<file path="src/hw/rtl/rsf_pkg.sv">
// ----------------------------------------------------------------------------
// rsf_pkg
// Types, constants and step functions of the resize scale factor unit.
// ----------------------------------------------------------------------------
package rsf_pkg;

  localparam int SizeBits        = 12;
  localparam int FracBits        = 12;
  localparam int ScaleBits       = 16;
  localparam int IntBits         = ScaleBits - FracBits;
  localparam int PbBits          = 16;
  localparam int PbQuotBits      = 7;
  localparam int DivBitsPerStage = 4;
  localparam int NumDivStages    = ScaleBits / DivBitsPerStage;
  localparam int PbStepsFirst    = 4;
  localparam int PbStepsLast     = PbQuotBits - PbStepsFirst;

  localparam int DataWidth  = 32;
  localparam int PaddrWidth = 3;

  // Word index of the register on paddr[PaddrWidth-1]
  localparam logic RegOlderVariant = 1'b0;

  localparam logic [ScaleBits-1:0] OneFix    = ScaleBits'(4096);
  localparam logic [ScaleBits-1:0] SnapMask  = ScaleBits'(16'h0007);
  localparam logic [ScaleBits-1:0] SnapStep  = ScaleBits'(8);
  localparam logic [PbBits-1:0]    PbUnity   = PbBits'(64);
  localparam logic [IntBits-1:0]   MantK4    = IntBits'(8);
  localparam logic [IntBits-1:0]   MantK2    = IntBits'(4);
  // 64 * 4096 with the low PbQuotBits dividend bits taken off
  localparam logic [ScaleBits-1:0] PbRemBase = ScaleBits'((64 * 4096) >> PbQuotBits);

  typedef struct packed {
    logic [SizeBits-1:0] source_size;
    logic [SizeBits-1:0] dest_size;
  } in_t;

  typedef struct packed {
    logic [ScaleBits-1:0] scale_word;
    logic [PbBits-1:0]    passband_word;
    logic                 passband_valid;
    logic                 error;
  } out_t;

  typedef struct packed {
    logic                 older;
    logic                 err_pre;
    logic                 eq;
    logic                 enlarge;
    logic                 shrink;
    logic                 ovf;
    logic [SizeBits-1:0]  d;
    logic [SizeBits-1:0]  rem;
    logic [ScaleBits-1:0] num;
    logic [ScaleBits-1:0] quo;
  } div_stage_t;

  typedef struct packed {
    logic                  older;
    logic                  err;
    logic                  shrink;
    logic [ScaleBits-1:0]  ratio;
    logic [ScaleBits-1:0]  rem;
    logic [PbQuotBits-1:0] quo;
  } pb_stage_t;

  // One restoring step of the scale ratio division.
  function automatic div_stage_t div_iter(div_stage_t s);
    logic [SizeBits:0] t;
    div_stage_t        r;
    r = s;
    t = {s.rem, s.num[ScaleBits-1]};
    if (t >= {1'b0, s.d}) begin
      r.rem = SizeBits'(t - {1'b0, s.d});
      r.quo = {s.quo[ScaleBits-2:0], 1'b1};
    end else begin
      r.rem = t[SizeBits-1:0];
      r.quo = {s.quo[ScaleBits-2:0], 1'b0};
    end
    r.num = {s.num[ScaleBits-2:0], 1'b0};
    return r;
  endfunction

  // One restoring step of the passband division; remaining dividend bits are zero.
  function automatic pb_stage_t pb_iter(pb_stage_t s);
    logic [ScaleBits:0] t;
    pb_stage_t          r;
    r = s;
    t = {s.rem, 1'b0};
    if (t >= {1'b0, s.ratio}) begin
      r.rem = ScaleBits'(t - {1'b0, s.ratio});
      r.quo = {s.quo[PbQuotBits-2:0], 1'b1};
    end else begin
      r.rem = t[ScaleBits-1:0];
      r.quo = {s.quo[PbQuotBits-2:0], 1'b0};
    end
    return r;
  endfunction

endpackage

</file>
<file path="src/hw/rtl/resize_scale_factor_calc_unit.sv">
// ----------------------------------------------------------------------------
// resize_scale_factor_calc_unit
// Scale word and passband word of the video resizer for one axis.
// ----------------------------------------------------------------------------
// Usage:
//   Input channel (in_valid_i / in_stall_o / in_data_i) carries a source and
//   destination size pair; output channel (out_valid_o / out_stall_i /
//   out_data_o) returns one result transaction per input transaction.
//   The APB port holds older_variant at byte address 0; write it only while
//   no transaction is in flight.
//   Throughput: one transaction per cycle while the output is not stalled.
//   Stages from acceptance to out_valid_o, in order: one for operand setup;
//   4 for the ratio divider, which makes 16 quotient bits, 4 per stage; one
//   for snapping; 2 for the passband divider, which makes 7 bits.
//   Reset clears all valid bits and selects the newer variant.
//   A stalled output holds its transaction and freezes the pipeline; a
//   one-entry skid buffer at the input takes one more transaction, then
//   in_stall_o rises in the next cycle until the pipeline moves again.
// ----------------------------------------------------------------------------
module resize_scale_factor_calc_unit import rsf_pkg::*; (
  input  logic                  clk_i,
  input  logic                  rst_ni,
  input  logic                  in_valid_i,
  output logic                  in_stall_o,
  input  in_t                   in_data_i,
  output logic                  out_valid_o,
  input  logic                  out_stall_i,
  output out_t                  out_data_o,
  input  logic                  psel,
  input  logic                  penable,
  input  logic                  pwrite,
  input  logic [PaddrWidth-1:0] paddr,
  input  logic [DataWidth-1:0]  pwdata,
  output logic [DataWidth-1:0]  prdata,
  output logic                  pready
);

  logic older_q;

  logic skid_valid_q, skid_valid_d;
  in_t  skid_q;

  logic [NumDivStages:0] div_v_q;
  div_stage_t            div_q [0:NumDivStages];
  div_stage_t            div_d [0:NumDivStages];

  logic      b_v_q, c_v_q, out_valid_q;
  pb_stage_t b_q, b_d, c_q, c_d;
  out_t      out_q, out_d;

  logic en, in_acc, a_valid;
  in_t  a_in;

  // ---------------------------------------------------------------- config
  assign pready = 1'b1;
  assign prdata = (paddr[PaddrWidth-1] == RegOlderVariant) ?
                  {{(DataWidth-1){1'b0}}, older_q} : '0;

  always_ff @(posedge clk_i or negedge rst_ni) begin
    if (!rst_ni) begin
      older_q <= 1'b0;
    end else if (psel && penable && pwrite && pready &&
                 paddr[PaddrWidth-1] == RegOlderVariant) begin
      older_q <= pwdata[0];
    end
  end

  // ---------------------------------------------------------------- control
  assign en          = !(out_valid_q && out_stall_i);
  assign in_stall_o  = skid_valid_q;
  assign in_acc      = in_valid_i && !skid_valid_q;
  assign a_valid     = skid_valid_q || in_valid_i;
  assign a_in        = skid_valid_q ? skid_q : in_data_i;
  assign skid_valid_d = en ? 1'b0 : (skid_valid_q || in_acc);

  // ---------------------------------------------------------------- operand setup
  logic [SizeBits-1:0]          src_m1, dst_m1;
  logic [SizeBits+FracBits-1:0] dividend;
  logic                         zero_size, same_size;

  always_comb begin
    src_m1    = a_in.source_size - SizeBits'(1);
    dst_m1    = a_in.dest_size - SizeBits'(1);
    dividend  = {src_m1, {FracBits{1'b0}}};
    zero_size = (a_in.source_size == '0) || (a_in.dest_size == '0);
    same_size = (a_in.source_size == a_in.dest_size);

    div_d[0].older   = older_q;
    div_d[0].err_pre = zero_size || (a_in.dest_size == SizeBits'(1) && !same_size);
    div_d[0].eq      = same_size;
    div_d[0].enlarge = a_in.dest_size > a_in.source_size;
    div_d[0].shrink  = a_in.source_size > a_in.dest_size;
    div_d[0].d       = dst_m1;
    div_d[0].rem     = SizeBits'(dividend >> ScaleBits);
    // quotient would not fit in the scale word
    div_d[0].ovf     = SizeBits'(dividend >> ScaleBits) >= dst_m1;
    div_d[0].num     = dividend[ScaleBits-1:0];
    div_d[0].quo     = '0;
  end

  // ---------------------------------------------------------------- ratio divider
  for (genvar g = 0; g < NumDivStages; g++) begin : g_div
    always_comb begin
      div_stage_t s;
      s = div_q[g];
      for (int k = 0; k < DivBitsPerStage; k++) begin
        s = div_iter(s);
      end
      div_d[g+1] = s;
    end
  end

  // ---------------------------------------------------------------- snap, range check
  div_stage_t           last;
  logic [ScaleBits-1:0] raw, base;
  logic [ScaleBits:0]   ratio_w;
  logic [IntBits-1:0]   mant;

  always_comb begin
    last = div_q[NumDivStages];
    raw  = last.quo;
    base = raw & ~SnapMask;
    priority if (last.eq) begin
      ratio_w = {1'b0, OneFix};
    end else if (last.older && (raw & SnapMask) != '0) begin
      if (last.enlarge) begin
        ratio_w = (base >= SnapStep) ? {1'b0, base - SnapStep} : '0;
      end else begin
        ratio_w = {1'b0, base} + {1'b0, SnapStep};
      end
    end else begin
      ratio_w = {1'b0, raw};
    end
    mant = ratio_w[ScaleBits-1:FracBits];

    b_d.older  = last.older;
    b_d.err    = last.err_pre || (!last.eq && (last.ovf || ratio_w[ScaleBits]));
    b_d.shrink = last.shrink;
    b_d.ratio  = ratio_w[ScaleBits-1:0];
    b_d.quo    = '0;
    priority if (mant >= MantK4) begin
      b_d.rem = PbRemBase << 2;
    end else if (mant >= MantK2) begin
      b_d.rem = PbRemBase << 1;
    end else begin
      b_d.rem = PbRemBase;
    end
  end

  // ---------------------------------------------------------------- passband divider
  always_comb begin
    c_d = b_q;
    for (int k = 0; k < PbStepsFirst; k++) begin
      c_d = pb_iter(c_d);
    end
  end

  pb_stage_t p;

  always_comb begin
    p = c_q;
    for (int k = 0; k < PbStepsLast; k++) begin
      p = pb_iter(p);
    end
    if (p.err) begin
      out_d.scale_word     = '0;
      out_d.passband_word  = '0;
      out_d.passband_valid = 1'b0;
      out_d.error          = 1'b1;
    end else begin
      out_d.scale_word = p.ratio;
      if (p.older) begin
        out_d.passband_word = '0;
      end else if (!p.shrink) begin
        out_d.passband_word = PbUnity;
      end else if (p.ratio != '0) begin
        out_d.passband_word = PbBits'(p.quo);
      end else begin
        out_d.passband_word = '0;
      end
      out_d.passband_valid = !p.older;
      out_d.error          = 1'b0;
    end
  end

  // ---------------------------------------------------------------- registers
  always_ff @(posedge clk_i or negedge rst_ni) begin
    if (!rst_ni) begin
      skid_valid_q <= 1'b0;
      div_v_q      <= '0;
      b_v_q        <= 1'b0;
      c_v_q        <= 1'b0;
      out_valid_q  <= 1'b0;
    end else begin
      skid_valid_q <= skid_valid_d;
      if (en) begin
        div_v_q     <= {div_v_q[NumDivStages-1:0], a_valid};
        b_v_q       <= div_v_q[NumDivStages];
        c_v_q       <= b_v_q;
        out_valid_q <= c_v_q;
      end
    end
  end

  always_ff @(posedge clk_i) begin
    if (in_acc && !en) begin
      skid_q <= in_data_i;
    end
    if (en) begin
      for (int i = 0; i <= NumDivStages; i++) begin
        div_q[i] <= div_d[i];
      end
      b_q   <= b_d;
      c_q   <= c_d;
      out_q <= out_d;
    end
  end

  assign out_valid_o = out_valid_q;
  assign out_data_o  = out_q;

endmodule

</file>
<file path="config.mk">
export PLATFORM = sky130hd
export DESIGN_NAME = resize_scale_factor_calc_unit
export DESIGN_NICKNAME = d
export VERILOG_FILES = /design/src/hw/rtl/rsf_pkg.sv /design/src/hw/rtl/resize_scale_factor_calc_unit.sv
export SDC_FILE = /design/constraint.sdc
export NUM_CORES = 1
export LEC_CHECK = 0
export ABC_AREA = 1
export BUFFER_PORTS_ARGS = -buffer_cell sky130_fd_sc_hd__buf_2
export CAP_MARGIN = 20
export CELL_PAD_IN_SITES_DETAIL_PLACEMENT = 1
export CELL_PAD_IN_SITES_GLOBAL_PLACEMENT = 2
export CORE_MARGIN = 2
export CORE_UTILIZATION = 35
export CTS_CLUSTER_SIZE = 30
export DETAILED_ROUTE_END_ITERATION = 8
export HOLD_SLACK_MARGIN = 0.1
export PLACE_DENSITY_LB_ADDON = 0.1
export RECOVER_POWER = 25
export SKIP_LAST_GASP = 1
export SLEW_MARGIN = 10
export SYNTH_ARGS = -nofsm -noshare
export SYNTH_HDL_FRONTEND = slang
export SYNTH_SLANG_ARGS = --single-unit
</file>
<file path="constraint.sdc">
create_clock -name clk_i -period 14.7 [get_ports clk_i]
set_clock_uncertainty 0.2 [all_clocks]
set_input_delay 2.205 -clock clk_i [delete_from_list [all_inputs] [get_ports clk_i]]
set_output_delay 2.205 -clock clk_i [all_outputs]
set_load 0.05 [all_outputs]
</file>
==> key figures, run 1 <==
Critical path
  – Crit-path leading delay family: compound AO/OA/AOI/OAI gates
  – Worst path most repeated cell: nand2_1
  – Largest fanout on the critical path: 21
  – Required time worst endpoint: 14800 ps
  – Slowest-stage cell, CP: o31ai_1
  – CP Data Arrival Time: 11500 ps
  – CP Class: flop to flop
  – CP Launch Type: flop
  – CP endpoint kind: flop
  – CP bufs+invs: 7
  – R2r setup slk: 3300 ps
  – Slowest stage delay, CP: 490 ps

Synth
  – Post-synth EDFFs: 276
  – Post-synth top area cell: edfxtp_1
  – Mapped Avg Cell Area: 7.911 µm²
  – Synth Area in XOR/XNOR: 0.08010
  – Area share of the largest cell type after synthesis: 0.3225
  – Commonest cells post-synth: nand2_1 (741), inv_1 (391), ha_1 (300), edfxtp_1 (276), a21oi_1 (256)
  – Async SR Flop Fraction: 0.03497
  – Most numerous cell in the Yosys netlist: nand2_1
  – Synthesized netlist cell count: 3248
  – Synth Area in Adders: 0.1523
  – Seq/Total Area, Yosys: 0.3323
  – Complex-gate fraction of the synthesized area: 0.1355
  – Post-synth cell types: 66
  – Cell Area, Synth: 25700 µm²
  – Main combinational cell family by area after synthesis: simple AND/OR/NAND/NOR gates
  – Ys flop type: edfxtp_1
  – Synth Register Bits: 286
  – Mux cell area share after synthesis: 0.005210
  – Area contributors post-synth: edfxtp_1 (32%), ha_1 (15%), nand2_1 (11%), inv_1 (5.7%), a21oi_1 (5.0%)
  – Synth warnings: 0
  – Simple-gate share of the synthesized area: 0.2116

Global route
  – Initial antenna violation count: 0
  – GR Overflow Total: 0
  – Total track usage: 0.2018
  – Vias in the first global route: 22720
  – Largest net degree at the start of global routing: 82
  – Global-route wire length before repair: 122000 µm

Finish
  – # nets final: 3671
  – Seq. cell area: 8538 µm²
  – Fill count: 8869
  – Non-filler cells, final: 4280
  – Final core utilization: 0.3847
  – Area Growth Syn to Fin: 9.042%
  – Multi-input logic area: 15190 µm²
  – Share of cells above drive strength 1: 0.05571
  – Ant diodes: 0

Clock tree
  – Post-CTS setup buffers: 0
  – Clk Latency, worst-skew pair: 550 ps
  – Hold_buf cts: 0
  – Inserted Clock Buffers: 37
  – Cts repair resizes: 0
  – H-tree Lvls: 2
  – Maximum buffer depth of the clock tree: 3
  – Worst-path clk slew: 60 ps
  – Root Driver: clkbuf_16
  – CTS tree: done
  – Sink Count: 286

Floorplan
  – Num rows: 99
  – Die width: 275.0 µm
  – Core ar.: 72830 µm²
  – Die Area: 75600 µm²
  – Die Y: 275.0 µm
  – Initial Utilization: 0.3528
  – I/O pin count: 135

Timing
  – Setup TNS: 0 ps
  – Finish-stage setup viols: 0
  – Worst slew pin tran: 1036 ps
  – Fmax achieved: 87.73 MHz
  – Period utilization: 0.7754
  – Slew Viols, Final: 0
  – Endpoints failing hold: 0
  – Slew HR: 0.3090
  – Fin crit period: 11400 ps
  – RSZ-0062 raised after global routing: no

Route
  – DR vias/cell: 5.102
  – Number of DRC violations after detailed-routing iteration 0: 910
  – # DRC: 0
  – First-pass DRT Iterations: 5
  – ANT nets after route: 0
  – Routed len/inst: 17.79 µm
  – Vias: 21840
  – Drt total wl: 76130 µm

Placed design
  – HPWL Detailed: 61930 µm
  – Port-buffer cells: 60
  – Dpl cells: 4217
  – Final Wtd Congestion: 0.8571

Status
  – Status: complete, no violations

Hold path
  – Min-delay worst type: flop to flop

Run
  – MaxCap Viol Count: 0
==> state kept, by name, summed over array words and instances, names as in the netlist <==
register and count:
div_q 166, in_stall_o 1, c_q 39, c_v_q 1, older_q 1, skid_q 24, div_v_q 5, out_data_o 25
b_v_q 1, b_q 22, out_valid_o 1
==> layer usage <==
metal | wire length [µm] | track usage
met1 | 36770 | 0.2757
met2 | 36420 | 0.3475
met3 | 1546 | 0.01676
met4 | 1390 | 0.04353
met5 | 0 | 0
==> placed cells by master, fill, tap and decap left out, types with 14 or more instances in the layout <==
cell | netlist | routed
nand2_1 | 741 | 740
o21ai_1 | 18 | 19
inv_1 | 391 | 391
nor2_1 | 236 | 236
nand3_1 | 144 | 144
o21ai_0 | 213 | 212
buf_2 | 24 | 58
o21bai_1 | 21 | 21
ha_1 | 300 | 300
a21o_1 | 21 | 21
nor4_1 | 14 | 14
or2_2 | 19 | 19
xnor2_1 | 89 | 89
nand4_1 | 47 | 47
clkbuf_16 | 0 | 38
a21oi_1 | 256 | 256
o21a_1 | 17 | 17
xor2_1 | 146 | 146
nor3_1 | 38 | 38
conb_1 | 2 | 41
a31oi_1 | 18 | 18
edfxtp_1 | 276 | 276
==> worst paths after layout <==
check,depth (start not counted),from,end
setup / recovery,52,div_q[0][41]$_DFFE_PN_,div_q[0][94]$_DFFE_PN_
hold / removal,0,div_q[0][173]$_DFFE_PN_,div_q[0][231]$_DFFE_PN_
setup reg to reg,52,div_q[0][41]$_DFFE_PN_,div_q[0][94]$_DFFE_PN_
hold reg to reg,0,div_q[0][173]$_DFFE_PN_,div_q[0][231]$_DFFE_PN_
max in group asynchronous,1,rst_ni,div_v_q[0]$_DFFE_PN0N_
min in group asynchronous,1,rst_ni,out_valid_o$_DFFE_PN0N_
==> metrics by stage <==
step	hold WS [ps]	cell area, µm²	worst slack [ps]
detailed placement	205.1	26830	3330
floorplan	200.3	25840	846.1
finish	203.4	28020	3302
global placement	201.6	26830	3621
global route	216.1	28020	1956
CTS	205.3	28030	3282
==> final cells by class <==
cell class                 instances  share of cell area
clock inverter                    21            0.007859
tap                              959             0.04282
clock buffer                      42             0.03483
timing repair buffer              71             0.01344
multi-input combinational       2498              0.5422
inverter                         403             0.05417
sequential                       286              0.3047
==> kinds of logic (layout without fill, tap and decap cells) <==
logic type      after synthesis  count (layout)
compound gates              623             623
buf+inv                     503             537
mux                          13              13
other cells                   2              41
simple gates               1278            1278
xor+xnor                    235             235
fa+ha+maj                   308             308
flops                       286             286
Power of run 1 is not shown: default switching activity piles up to over one toggle a cycle in this logic, so the estimate is an artifact.
==> inputs of run 2 (changes only) <==
- ABC_AREA: 1 -> 0
- clock period: 14.7 -> 10.2 ns (I/O delays scaled with it)
==> run 2 against run 1 <==
  * Synthesized cell count shrank 15%
  * Final area grew 6.9%
  * Wire length grew 6.5%
  * Die area grew 1.3%
  * Final cell count shrank 6.7%
==> key figures, run 2 <==
Timing
  – Slew Viols, Final: 0
  – Fmax achieved: 104.6 MHz
  – Hold slack final: 203.1 ps
  – Finish-stage setup viols: 0
  – Fin crit period: 9564 ps
  – Period utilization: 0.9376
  – Endpoints failing hold: 0
  – Worst slew pin tran: 1019 ps
  – Slew HR: 0.3205

Clock tree
  – Inserted Clock Buffers: 35
  – Maximum buffer depth of the clock tree: 3
  – CTS tree: done
  – Sink Count: 286
  – Clk Latency, worst-skew pair: 550 ps
  – H-tree Lvls: 2
  – Root Driver: clkbuf_16
  – Worst-path clk slew: 60 ps

Route
  – ANT nets after route: 0
  – Number of DRC violations after detailed-routing iteration 0: 1051
  – Drt total wl: 81080 µm
  – First-pass DRT Iterations: 6
  – # DRC: 0
  – Vias: 21600
  – Routed len/inst: 20.31 µm
  – DR vias/cell: 5.410

Floorplan
  – Die width: 276.7 µm
  – Die Y: 276.7 µm
  – Die Area: 76550 µm²
  – Core ar.: 73330 µm²
  – Num rows: 99
  – I/O pin count: 135
  – Initial Utilization: 0.3549

Synth
  – Post-synth cell types: 86
  – Ys flop type: edfxtp_1
  – Synth Register Bits: 286
  – Synth warnings: 0
  – Seq/Total Area, Yosys: 0.3281
  – Cell Area, Synth: 26020 µm²
  – Area share of the largest cell type after synthesis: 0.3185
  – Post-synth EDFFs: 276
  – Async SR Flop Fraction: 0.03497
  – Post-synth top area cell: edfxtp_1
  – Mapped Avg Cell Area: 9.402 µm²
  – Most numerous cell in the Yosys netlist: ha_1
  – Synthesized netlist cell count: 2768
  – Commonest cells post-synth: ha_1 (300), edfxtp_1 (276), nor2_1 (249), a21oi_1 (209), inv_1 (181)
  – Area contributors post-synth: edfxtp_1 (32%), ha_1 (14%), mux2_2 (6.1%), xnor2_1 (5.0%), a21oi_1 (4.0%)

Finish
  – Most common cell after layout, fill and taps aside: ha_1
  – # nets final: 3379
  – Area Growth Syn to Fin: 15.13%
  – Share of cells above drive strength 1: 0.1732
  – Max reg flops: 166
  – Biggest register: div_q
  – Most frequent cells in the layout: ha_1 (297), edfxtp_1 (276), nor2_1 (249)
  – Finished Cell Area: 29960 µm²

Critical path
  – Slowest stage delay, CP: 530 ps
  – CP Class: flop to flop
  – CP Data Arrival Time: 9650 ps
  – Slowest-stage cell, CP: or4b_4
  – Required time worst endpoint: 10290 ps
  – CP Launch Type: flop
  – CP endpoint kind: flop
  – Largest fanout on the critical path: 12

Global route
  – Total track usage: 0.2086
  – GR Overflow Total: 0
  – Global-route wire length before repair: 127400 µm
  – Largest net degree at the start of global routing: 84
  – Vias in the first global route: 22660
  – Initial antenna violation count: 5

Hold path
  – Min-delay worst type: flop to flop

Placed design
  – HPWL Detailed: 65760 µm
  – Final Wtd Congestion: 0.8495
  – Placed instance area: 28550 µm²
  – Port-buffer cells: 60

Run
  – MaxCap Viol Count: 0

Status
  – Status: complete, no violations
==> run 2: critical path: cells and delay by family, from the launching register on <==
| kind | cells | cell delay, ps |
|---|---|---|
| fa+ha+maj | 4 | 1190 |
| mux | 2 | 680 |
| compound gates | 10 | 1890 |
| xor+xnor | 1 | 80 |
| simple gates | 18 | 3840 |
| flops | 1 | 480 |
| buf+inv | 6 | 940 |
==> run 2: final cells by class <==
cell class / instances / area [µm²]
fillers: 8396 / 43370
multi-input cells: 2230 / 16540
flip-flops and latches: 286 / 8538
repair buffers: 264 / 1809
well taps: 959 / 1200
clock buffers: 39 / 890.9
inverters: 188 / 715.7
clock inverters: 24 / 265.3
diodes: 2 / 5.005
==> run 2: stage by stage <==
step | setup slack [ps] | utilization | cells | setup TNS (ps)
floorplan | 649.7 | - | 2807 | 0
global placement | 267.4 | 0.3893 | 3912 | 0
detailed placement | -140.8 | 0.3893 | 3912 | -1334
CTS | 30.85 | 0.4054 | 3975 | 0
global route | -2.895 | 0.4085 | 3990 | -4.929
finish | 636.2 | 0.4086 | 3992 | 0
==> run 2: final timing paths <==
path / start / endpoint / slack (ps) / cells after the start
max reg2reg: b_q[24]$_SDFFCE_PP0N_ / c_q[15]$_DFFE_PN_ / 640 / 41
max: b_q[24]$_SDFFCE_PP0N_ / c_q[15]$_DFFE_PN_ / 640 / 41
min reg2reg: div_q[0][56]$_DFFE_PN_ / div_q[0][114]$_DFFE_PN_ / 200 / 0
min: div_q[0][56]$_DFFE_PN_ / div_q[0][114]$_DFFE_PN_ / 200 / 0
max in group asynchronous: rst_ni / in_stall_o$_DFF_PN0_ / 8670 / 1
min in group asynchronous: rst_ni / div_v_q[0]$_DFFE_PN0N_ / 740 / 1
==> run 2: timing repair <==
action	CTS	global route
endpoints found under the hold margin	0	0
cloned	0	0
pin swaps	0	9
setup endpoints to repair	12	54
hold buffers	0	0
setup buffers	0	15
gates resized for setup	4	53
==> run 2: cell families (layout without fill, tap and decap cells) <==
| kind of cell | after synthesis | count (layout) | share of synthesized area |
|---|---|---|---|
| xor gates and xnor gates | 215 | 215 | 0.07236 |
| adders and majority gates | 308 | 308 | 0.1504 |
| and+or+nand+nor | 787 | 787 | 0.1503 |
| DFF | 286 | 286 | 0.3281 |
| other | 2 | 43 | 0.0002886 |
| buffers and inverters | 291 | 515 | 0.04928 |
| muxes | 184 | 184 | 0.07760 |
| AOI/OAI and AO/OA | 695 | 695 | 0.1717 |
==> run 2: per-layer routing <==
layer,part of all wire,vias to the layer above,wire [µm],GRT usage
li1,-,10610,-,-
met1,0.51,10620,40990,0.3026
met2,0.45,279,36510,0.3374
met3,0.027,86,2157,0.01704
met4,0.018,0,1419,0.04543
met5,0,-,0,0
Power of run 2 is left out for the same reason.
